**config.mk**
```make
export PLATFORM = sky130hd
export DESIGN_NAME = sonar_frame_delimiter_top_flat
export DESIGN_NICKNAME = d
export VERILOG_FILES = /design/src/rtl/sfd_pkg.sv /design/src/rtl/sfd_in_if.sv /design/src/rtl/sfd_out_if.sv /design/src/rtl/sfd_cfg_regs.sv /design/src/rtl/sfd_parser.sv /design/src/rtl/sfd_out_stage.sv /design/src/rtl/sonar_frame_delimiter_top.sv /design/src/flat_wrapper.sv
export SDC_FILE = /design/constraint.sdc
export NUM_CORES = 1
export LEC_CHECK = 0
export BUFFER_PORTS_ARGS = -buffer_cell sky130_fd_sc_hd__buf_2
export CAP_MARGIN = 40
export CORE_ASPECT_RATIO = 0.8
export CORE_MARGIN = 1
export CORE_UTILIZATION = 45
export CTS_BUF_LIST = sky130_fd_sc_hd__clkbuf_4 sky130_fd_sc_hd__clkbuf_8
export CTS_CLUSTER_SIZE = 14
export DETAILED_ROUTE_END_ITERATION = 10
export SLEW_MARGIN = 20
export SYNTH_ARGS = -nofsm -noshare
export SYNTH_HDL_FRONTEND = slang
export SYNTH_SLANG_ARGS = --single-unit
```
**constraint.sdc**
```tcl
create_clock -name clk -period 4.4 [get_ports clk]
set_input_delay 0 -clock clk [delete_from_list [all_inputs] [get_ports clk]]
set_output_delay 0 -clock clk [all_outputs]
set_load 0.01 [all_outputs]
```
**src/rtl/sfd_pkg.sv**
```systemverilog
// ----------------------------------------------------------------------------
// sfd_pkg
// Shared types and constants of the sonar frame delimiter.
// ----------------------------------------------------------------------------
`default_nettype none

package sfd_pkg;

  localparam logic [7:0] START_BYTE       = 8'h40;
  localparam logic [7:0] END_BYTE_RESET   = 8'd10;
  localparam logic [7:0] BYPASS_RESET     = 8'h08;
  localparam int         CFG_IDX_W        = 1;

  // Register indexes of the configuration port.
  localparam logic [CFG_IDX_W-1:0] REG_END_BYTE    = 1'b0;
  localparam logic [CFG_IDX_W-1:0] REG_BYPASS_TYPE = 1'b1;

  typedef enum logic [2:0] {
    VERDICT_NONE     = 3'd0,
    VERDICT_OK       = 3'd1,
    VERDICT_MISMATCH = 3'd2,
    VERDICT_BADEND   = 3'd3,
    VERDICT_OVERSIZE = 3'd4
  } verdict_t;

  typedef enum logic [2:0] {
    PH_HUNT   = 3'b001,
    PH_HEADER = 3'b010,
    PH_BODY   = 3'b100
  } phase_t;

  typedef struct packed {
    logic [7:0] end_byte;
    logic [7:0] bypass_type;
  } cfg_t;

  typedef struct packed {
    logic [7:0]  data_byte;
    logic        in_frame;
    logic        frame_end;
    verdict_t    verdict;
    logic [15:0] frame_length;
    logic [7:0]  msg_type;
  } result_t;

  // Returns {is_hex, value} for one ASCII character.
  function automatic logic [4:0] hex_digit(input logic [7:0] c);
    logic [4:0] r;
    r = 5'd0;
    if (c >= 8'h30 && c <= 8'h39) begin
      r = {1'b1, 4'(c - 8'h30)};
    end else if (c >= 8'h41 && c <= 8'h46) begin
      r = {1'b1, 4'(c - 8'h37)};
    end else if (c >= 8'h61 && c <= 8'h66) begin
      r = {1'b1, 4'(c - 8'h57)};
    end
    return r;
  endfunction

endpackage

`default_nettype wire

```
**src/rtl/sfd_in_if.sv**
```systemverilog
// ----------------------------------------------------------------------------
// sfd_in_if
// Valid/ready channel that carries one received byte per item.
// ----------------------------------------------------------------------------
`default_nettype none

interface sfd_in_if;
  logic       valid;
  logic       ready;
  logic [7:0] rx_byte;

  modport source (output valid, output rx_byte, input ready);
  modport sink   (input valid, input rx_byte, output ready);
endinterface

`default_nettype wire

```
**src/rtl/sfd_out_if.sv**
```systemverilog
// ----------------------------------------------------------------------------
// sfd_out_if
// Valid/ready channel that carries one echoed byte with its framing status.
// ----------------------------------------------------------------------------
`default_nettype none

interface sfd_out_if;
  logic        valid;
  logic        ready;
  logic [7:0]  data_byte;
  logic        in_frame;
  logic        frame_end;
  logic [2:0]  verdict;
  logic [15:0] frame_length;
  logic [7:0]  msg_type;

  modport source (output valid, output data_byte, output in_frame, output frame_end,
                  output verdict, output frame_length, output msg_type, input ready);
  modport sink   (input valid, input data_byte, input in_frame, input frame_end,
                  input verdict, input frame_length, input msg_type, output ready);
endinterface

`default_nettype wire

```
**src/rtl/sfd_cfg_regs.sv**
```systemverilog
// ----------------------------------------------------------------------------
// sfd_cfg_regs
// Configuration registers: end byte and bypass message type.
// ----------------------------------------------------------------------------
`default_nettype none

module sfd_cfg_regs
  import sfd_pkg::*;
(
  input  wire logic                 clk,
  input  wire logic                 rst_n,
  input  wire logic                 cfg_we,
  input  wire logic [CFG_IDX_W-1:0] cfg_index,
  input  wire logic [7:0]           cfg_wdata,
  output cfg_t                      cfg
);

  logic [7:0] end_byte_r;
  logic [7:0] bypass_type_r;

  always_ff @(posedge clk) begin
    if (!rst_n) begin
      end_byte_r    <= END_BYTE_RESET;
      bypass_type_r <= BYPASS_RESET;
    end else if (cfg_we) begin
      unique case (cfg_index)
        REG_END_BYTE:    end_byte_r    <= cfg_wdata;
        REG_BYPASS_TYPE: bypass_type_r <= cfg_wdata;
        default: ;
      endcase
    end
  end

  assign cfg.end_byte    = end_byte_r;
  assign cfg.bypass_type = bypass_type_r;

endmodule

`default_nettype wire

```
**src/rtl/sfd_parser.sv**
```systemverilog
// ----------------------------------------------------------------------------
// sfd_parser
// Frame state and the per-byte update that classifies each received byte.
// ----------------------------------------------------------------------------
`default_nettype none

module sfd_parser
  import sfd_pkg::*;
#(
  parameter int MAX_FRAME_BYTES = 1024
)
(
  input  wire logic       clk,
  input  wire logic       rst_n,
  input  wire logic       accept,
  input  wire logic [7:0] rx_byte,
  input  wire cfg_t       cfg,
  output result_t         res
);

  // Positions inside an accepted frame never exceed MAX_FRAME_BYTES - 1.
  localparam int POS_W = $clog2(MAX_FRAME_BYTES);
  localparam logic [16:0] MAX_LEN = 17'(MAX_FRAME_BYTES);

  phase_t           phase_r, phase_nxt;
  logic [POS_W-1:0] pos_r, pos_nxt;
  logic [15:0]      asc_r, asc_nxt;
  logic             stop_r, stop_nxt;
  logic [15:0]      bin_r, bin_nxt;
  logic [7:0]       type_r, type_nxt;
  logic             seen_r, seen_nxt;

  logic [4:0]  hex;
  logic [16:0] last;
  logic [7:0]  last_byte;
  logic        done;
  logic        inf;
  verdict_t    verdict;

  assign hex = hex_digit(rx_byte);

  always_comb begin
    phase_nxt = phase_r;
    pos_nxt   = pos_r;
    asc_nxt   = asc_r;
    stop_nxt  = stop_r;
    bin_nxt   = bin_r;
    type_nxt  = type_r;
    seen_nxt  = seen_r;
    done      = 1'b0;
    inf       = 1'b1;
    verdict   = VERDICT_NONE;
    last      = {1'b0, bin_r} + 17'd5;
    last_byte = rx_byte;

    unique case (phase_r)
      PH_HUNT: begin
        if (rx_byte == START_BYTE) begin
          phase_nxt = PH_HEADER;
          pos_nxt   = POS_W'(1);
          asc_nxt   = 16'd0;
          stop_nxt  = 1'b0;
          bin_nxt   = 16'd0;
          type_nxt  = 8'd0;
          seen_nxt  = 1'b0;
        end else begin
          inf = 1'b0;
        end
      end
      PH_HEADER: begin
        if (pos_r <= POS_W'(4)) begin
          if (!stop_r && hex[4]) begin
            asc_nxt = {asc_r[11:0], hex[3:0]};
          end else begin
            stop_nxt = 1'b1;
          end
        end else if (pos_r == POS_W'(5)) begin
          bin_nxt = {8'd0, rx_byte};
        end else begin
          bin_nxt = {rx_byte, bin_r[7:0]};
          last    = {1'b0, bin_nxt} + 17'd5;
          if (bin_nxt != asc_r) begin
            verdict = VERDICT_MISMATCH;
            done    = 1'b1;
          end else if ({1'b0, bin_nxt} + 17'd6 > MAX_LEN) begin
            verdict = VERDICT_OVERSIZE;
            done    = 1'b1;
          end else if (last <= 17'd6) begin
            // For an empty body the last byte is the low length byte.
            last_byte = (last == 17'd5) ? bin_nxt[7:0] : rx_byte;
            verdict   = (last_byte == cfg.end_byte) ? VERDICT_OK : VERDICT_BADEND;
            done      = 1'b1;
          end else begin
            phase_nxt = PH_BODY;
          end
        end
        pos_nxt = pos_r + POS_W'(1);
      end
      PH_BODY: begin
        if (pos_r == POS_W'(10)) begin
          type_nxt = rx_byte;
          seen_nxt = 1'b1;
        end
        if (17'(pos_r) >= last) begin
          verdict = (rx_byte == cfg.end_byte || (seen_nxt && type_nxt == cfg.bypass_type))
                    ? VERDICT_OK : VERDICT_BADEND;
          done    = 1'b1;
        end
        pos_nxt = pos_r + POS_W'(1);
      end
      default: begin
        phase_nxt = PH_HUNT;
        pos_nxt   = '0;
      end
    endcase

    if (done) begin
      phase_nxt = PH_HUNT;
      pos_nxt   = '0;
    end
  end

  always_ff @(posedge clk) begin
    if (!rst_n) begin
      phase_r <= PH_HUNT;
      pos_r   <= '0;
      asc_r   <= 16'd0;
      stop_r  <= 1'b0;
      bin_r   <= 16'd0;
      type_r  <= 8'd0;
      seen_r  <= 1'b0;
    end else if (accept) begin
      phase_r <= phase_nxt;
      pos_r   <= pos_nxt;
      asc_r   <= asc_nxt;
      stop_r  <= stop_nxt;
      bin_r   <= bin_nxt;
      type_r  <= type_nxt;
      seen_r  <= seen_nxt;
    end
  end

  assign res.data_byte    = rx_byte;
  assign res.in_frame     = inf;
  assign res.frame_end    = done;
  assign res.verdict      = verdict;
  assign res.frame_length = done ? bin_nxt : 16'd0;
  assign res.msg_type     = (done && seen_nxt) ? type_nxt : 8'd0;

endmodule

`default_nettype wire

```
**src/rtl/sfd_out_stage.sv**
```systemverilog
// ----------------------------------------------------------------------------
// sfd_out_stage
// Result register that decouples the result channel from the input side.
// ----------------------------------------------------------------------------
`default_nettype none

module sfd_out_stage
  import sfd_pkg::*;
(
  input  wire logic    clk,
  input  wire logic    rst_n,
  input  wire logic    in_valid,
  input  wire result_t res_in,
  input  wire logic    out_ready,
  output logic         take,
  output logic         out_valid,
  output result_t      res_out
);

  logic    valid_r;
  result_t res_r;

  // A new item may enter when the register is empty or the held result leaves in the same cycle.
  assign take = in_valid && (!valid_r || out_ready);

  always_ff @(posedge clk) begin
    if (!rst_n) begin
      valid_r <= 1'b0;
    end else if (take) begin
      valid_r <= 1'b1;
    end else if (out_ready) begin
      valid_r <= 1'b0;
    end
  end

  always_ff @(posedge clk) begin
    if (take) begin
      res_r <= res_in;
    end
  end

  assign out_valid = valid_r;
  assign res_out   = res_r;

endmodule

`default_nettype wire

```
**src/rtl/sonar_frame_delimiter_top.sv**
```systemverilog
// ----------------------------------------------------------------------------
// sonar_frame_delimiter_top
// An accepted byte's result item enters the output register as the byte is taken.
// Throughput: one byte per cycle unless the output stalls; one state update per byte.
// Reset (synchronous, rst_n low): parser returns to hunting, output empties,
// end byte becomes 10 and bypass type 8.
// ----------------------------------------------------------------------------
`default_nettype none

module sonar_frame_delimiter_top
  import sfd_pkg::*;
#(
  parameter int MAX_FRAME_BYTES = 1024
)
(
  input  wire logic                 clk,
  input  wire logic                 rst_n,
  sfd_in_if.sink                    in_ch,
  sfd_out_if.source                 out_ch,
  input  wire logic                 cfg_we,
  input  wire logic [CFG_IDX_W-1:0] cfg_index,
  input  wire logic [7:0]           cfg_wdata
);

  // The block echoes every received byte as one result item. While hunting,
  // bytes are flagged as outside a frame until the start character shows up.
  // The header then carries a four-character ASCII hex length and a binary
  // little-endian length; a disagreement or a length plus six above the buffer
  // size ends the candidate frame on its seventh byte. Otherwise the frame runs
  // to its last byte, where the end byte or a bypass message type decides.

  cfg_t    cfg;
  result_t res;
  result_t res_q;
  logic    take;
  logic    out_valid;

  // Config registers; unenforced user rule: written only while no item is in flight.
  sfd_cfg_regs u_cfg (
    .clk       (clk),
    .rst_n     (rst_n),
    .cfg_we    (cfg_we),
    .cfg_index (cfg_index),
    .cfg_wdata (cfg_wdata),
    .cfg       (cfg)
  );

  // Frame state and the combinational classification of the current byte.
  sfd_parser #(
    .MAX_FRAME_BYTES (MAX_FRAME_BYTES)
  ) u_parser (
    .clk     (clk),
    .rst_n   (rst_n),
    .accept  (take),
    .rx_byte (in_ch.rx_byte),
    .cfg     (cfg),
    .res     (res)
  );

  // Output register; the input stays ready while the held item drains.
  sfd_out_stage u_out (
    .clk       (clk),
    .rst_n     (rst_n),
    .in_valid  (in_ch.valid),
    .res_in    (res),
    .out_ready (out_ch.ready),
    .take      (take),
    .out_valid (out_valid),
    .res_out   (res_q)
  );

  // Ready does not depend on the input valid, only on the output register and out_ch.ready.
  assign in_ch.ready = !out_valid || out_ch.ready;

  assign out_ch.valid        = out_valid;
  assign out_ch.data_byte    = res_q.data_byte;
  assign out_ch.in_frame     = res_q.in_frame;
  assign out_ch.frame_end    = res_q.frame_end;
  assign out_ch.verdict      = res_q.verdict;
  assign out_ch.frame_length = res_q.frame_length;
  assign out_ch.msg_type     = res_q.msg_type;

endmodule

`default_nettype wire

```
**src/flat_wrapper.sv**
```systemverilog
// flat-port wrapper written by rule: the top's interface ports become plain ports
module sonar_frame_delimiter_top_flat import sfd_pkg::*;
#(
  parameter int MAX_FRAME_BYTES = 1024
)
  (clk, rst_n, cfg_we, cfg_index, cfg_wdata, in_ch_valid, in_ch_rx_byte, in_ch_ready, out_ch_valid, out_ch_data_byte, out_ch_in_frame, out_ch_frame_end, out_ch_verdict, out_ch_frame_length, out_ch_msg_type, out_ch_ready);
  sfd_in_if in_ch_i ();
  sfd_out_if out_ch_i ();
  input  wire logic clk;
  input  wire logic rst_n;
  input  wire logic cfg_we;
  input  wire logic [CFG_IDX_W-1:0] cfg_index;
  input  wire logic [7:0] cfg_wdata;
  input wire logic [$bits(in_ch_i.valid)-1:0] in_ch_valid;
  input wire logic [$bits(in_ch_i.rx_byte)-1:0] in_ch_rx_byte;
  output wire logic [$bits(in_ch_i.ready)-1:0] in_ch_ready;
  output wire logic [$bits(out_ch_i.valid)-1:0] out_ch_valid;
  output wire logic [$bits(out_ch_i.data_byte)-1:0] out_ch_data_byte;
  output wire logic [$bits(out_ch_i.in_frame)-1:0] out_ch_in_frame;
  output wire logic [$bits(out_ch_i.frame_end)-1:0] out_ch_frame_end;
  output wire logic [$bits(out_ch_i.verdict)-1:0] out_ch_verdict;
  output wire logic [$bits(out_ch_i.frame_length)-1:0] out_ch_frame_length;
  output wire logic [$bits(out_ch_i.msg_type)-1:0] out_ch_msg_type;
  input wire logic [$bits(out_ch_i.ready)-1:0] out_ch_ready;
  assign in_ch_i.valid = in_ch_valid;
  assign in_ch_i.rx_byte = in_ch_rx_byte;
  assign in_ch_ready = in_ch_i.ready;
  assign out_ch_valid = out_ch_i.valid;
  assign out_ch_data_byte = out_ch_i.data_byte;
  assign out_ch_in_frame = out_ch_i.in_frame;
  assign out_ch_frame_end = out_ch_i.frame_end;
  assign out_ch_verdict = out_ch_i.verdict;
  assign out_ch_frame_length = out_ch_i.frame_length;
  assign out_ch_msg_type = out_ch_i.msg_type;
  assign out_ch_i.ready = out_ch_ready;
  sonar_frame_delimiter_top #(.MAX_FRAME_BYTES(MAX_FRAME_BYTES)) u_core (.clk(clk), .rst_n(rst_n), .in_ch(in_ch_i), .out_ch(out_ch_i), .cfg_we(cfg_we), .cfg_index(cfg_index), .cfg_wdata(cfg_wdata));
endmodule
```
==> metrics <==
IO Pins 61; pwr dens 272 nW/um^2; Post-Syn Area per Cell 8.65 um^2; Post-synth top cells 75 x nand2_1, 74 x nor2_1, 72 x dfxtp_1; clk sinks 109; Wirelength per Cell 18.7 um; antenna violations before repair 0; Post-Syn Area 6270 um^2; crit path cell chain nand4_1, nor3_1, nand2_1, xor2_1, ha_1, a211oi_1, o21ai_0, nor3_1, or4_1, a21boi_4, nand2_4, a311oi_1; CP Class reg -> reg; RSZ-0062 raised after global routing false; Post-route DRC 0; Final GP Congestion 0.986; Logic pwr share 11.6%; Setup crit start kind register; Final period util 90.8%; asr flop ratio synth 0%; Synthesized Nets 770; Fin. Hold Viols 0; status completed; gr ovfl total 0; Area after DPL 6660 um^2; root buf cell clkbuf_8; Pre-Repair DR Iteration Count 5; final instance area 7010 um^2; H-tree depth 3; min Tclk post-route 4.00 ns; Sw Ratio 27.7%; starting density of the core 46.1%; register bit total from synthesis 109; CTS Buffer Depth 2; post-synth top area share 23.0%; Final Max Slew Viols 0; Final ANT Viol Nets 0; vias in the first global route 5214; actual slew at the worst max-slew pin 0.782 ns; Seq/Total Area, Yosys 40.7%; Int Power 1.38 mW; share of cells above drive strength 1 13.1%; insertion delay to the later sink of the worst-skew pair 0.39 ns; first-pass GRT wire length 28000 um; n_diodes 0; cts bufs inserted 9; Reg power frac 56.9%; I/O Buffers 60; Power Total 1.90 mW; DIE AREA 14400 um^2; most used cell, CP nor3_1; slack of the critical path 0.404 ns; slowest stage delay, CP 0.72 ns; top-count cell post-synth nand2_1; Max Fclk 250 MHz; via count 5692; Die Ht 108 um; via-per-instance ratio 5.98; Slew headroom 47.7%; wirelength, routed 17800 um; Reg clk slew, reported paths 0.11 ns; Worst Clk Skew 0.00981 ns; Psw 0.527 mW; TritonCTS clock tree yes; leakage power 2.48 nW; endpoints failing setup 0; largest net degree at the start of global routing 42; Max stage delay cell, worst path dfxtp_1; initial drt markers 601; die width 134 um; worst min-delay path category in -> reg; EDFF count, synth 37; VDD IR max 0.171 mV; Synth cell types 68; crit path buf inv count 0; Detail Placement HPWL 12200 um; num rows 38; CP max FO 25; clock share of power 31.5%; setup slack at placement 0.623 ns; Max-Cap Viols 0; largest area contributor in the netlist dfxtp_1; GRT Overall Usage 25.6%; top cells by area, synth dfxtp_1 23%, edfxtp_1 18%, a22oi_1 5.3%; crit path DAT 4.29 ns; setup TNS 0 ns; Post-layout nets 812; CP delay by family, top compound AO/OA/AOI/OAI gates; CP endpoint kind register; Post-Syn Instances 725; core area 13600 um^2; top_reg_cell synth dfxtp_1; Syn. warnings 0; WP data required 4.70 ns; Syn-to-layout area delta 11.8%
layer usage:
metal	share of wire, %	vias to the layer above	routed length [um]	global-route usage [%]
met5	0	-	0	0
met4	1.7	0	310	8.20
met3	7.3	19	1300	4.47
met2	44	239	7780	39.3
met1	47	2733	8460	36.4
li1	-	2701	-	-
area by class of cell:
class                           count  area (um^2)
Fill cell                        1327         6590
Clock inverter                      5         41.3
Clock buffer                       11          145
Sequential cell                   109         2550
Inverter                           21         78.8
Tap cell                          180          225
Timing Repair Buffer               86          553
Multi-Input combinational cell    540         3410
cell usage in the layout (no fill, tap or decap), types with 17 or more instances in the layout:
| cell type | instances |
|---|---|
| xnor2_1 | 36 |
| buf_2 | 61 |
| nor2_1 | 74 |
| edfxtp_1 | 37 |
| inv_1 | 19 |
| ha_1 | 23 |
| o21ai_0 | 17 |
| a22oi_1 | 44 |
| nand3_1 | 48 |
| a21oi_1 | 41 |
| dfxtp_1 | 72 |
| nand2_1 | 75 |
sequential cells by signal, summed over array words and instances, names as in the netlist, 3 cells and up:
signal                      cells
u_core.u_cfg.bypass_type_r      8
u_core.u_cfg.end_byte_r         8
u_core.u_out.res_out           37
u_core.u_parser.asc_r          16
u_core.u_parser.bin_r          16
u_core.u_parser.phase_r         3
u_core.u_parser.pos_r          10
u_core.u_parser.type_r          8
worst reg2reg max path, delay by kind of cell (launching register included):
family | cells | cell delay (ns)
AND/OR/NAND/NOR | 6 | 1.39
adder cells (fa/ha/maj) | 1 | 0.23
XOR/XNOR | 1 | 0.18
flip-flops | 1 | 0.72
AO/OA/AOI/OAI | 4 | 1.41
final timing paths:
path	start	endpoint	slack, ns	cells after the start
worst max-delay path	u_core.u_parser.bin_r[3]$_SDFFE_PN0P_	u_core.u_parser.pos_r[0]$_SDFFE_PN0P_	0.40	12
worst min-delay path	in_ch_rx_byte[6]	u_core.u_out.res_out[35]$_DFFE_PP_	0.11	1
worst max register to register	u_core.u_parser.bin_r[3]$_SDFFE_PN0P_	u_core.u_parser.pos_r[0]$_SDFFE_PN0P_	0.40	12
worst min register to register	u_core.u_parser.asc_r[13]$_SDFFE_PN0P_	u_core.u_parser.asc_r[13]$_SDFFE_PN0P_	0.48	2
per-stage QoR:
| stage | std cells | hold slack (ns) | util, % |
|---|---|---|---|
| 6_report | 952 | 0.106 | 51.6 |
| 3_5_place_dp | 919 | 0.244 | 49.0 |
| 2_1_floorplan | 725 | 0.0989 | - |
| 5_1_grt | 952 | 0.0921 | 51.6 |
| 3_3_place_gp | 916 | 0.238 | 48.7 |
| 4_1_cts | 951 | 0.0739 | 51.5 |
logic make-up (layout without fill, tap and decap cells):
kind of cell / after synthesis / count (layout) / synth area share [%]
flops: 109 / 109 / 40.7
simple gates: 290 / 290 / 22.8
buf+inv: 76 / 123 / 4.81
fa+ha+maj: 23 / 23 / 4.59
mux: 11 / 11 / 1.80
compound gates: 164 / 164 / 18.0
xor+xnor: 52 / 52 / 7.27
power groups by stage:
stage               sequential, mW  combinational (mW)  clock [mW]
floorplan                     1.11               0.126           0
CTS                           1.08               0.219       0.614
global placement              1.11               0.201           0
detailed placement            1.11               0.207           0
finish                        1.08               0.221       0.600
global route                  1.09               0.242       0.652
repair_timing:
item                      in CTS  in global routing
hold endpoints to repair      21                  0
resized for setup              0                  0
hold buffers                  16                  0
setup buffers                  0                  0
Power figures use the tool's default switching activity.
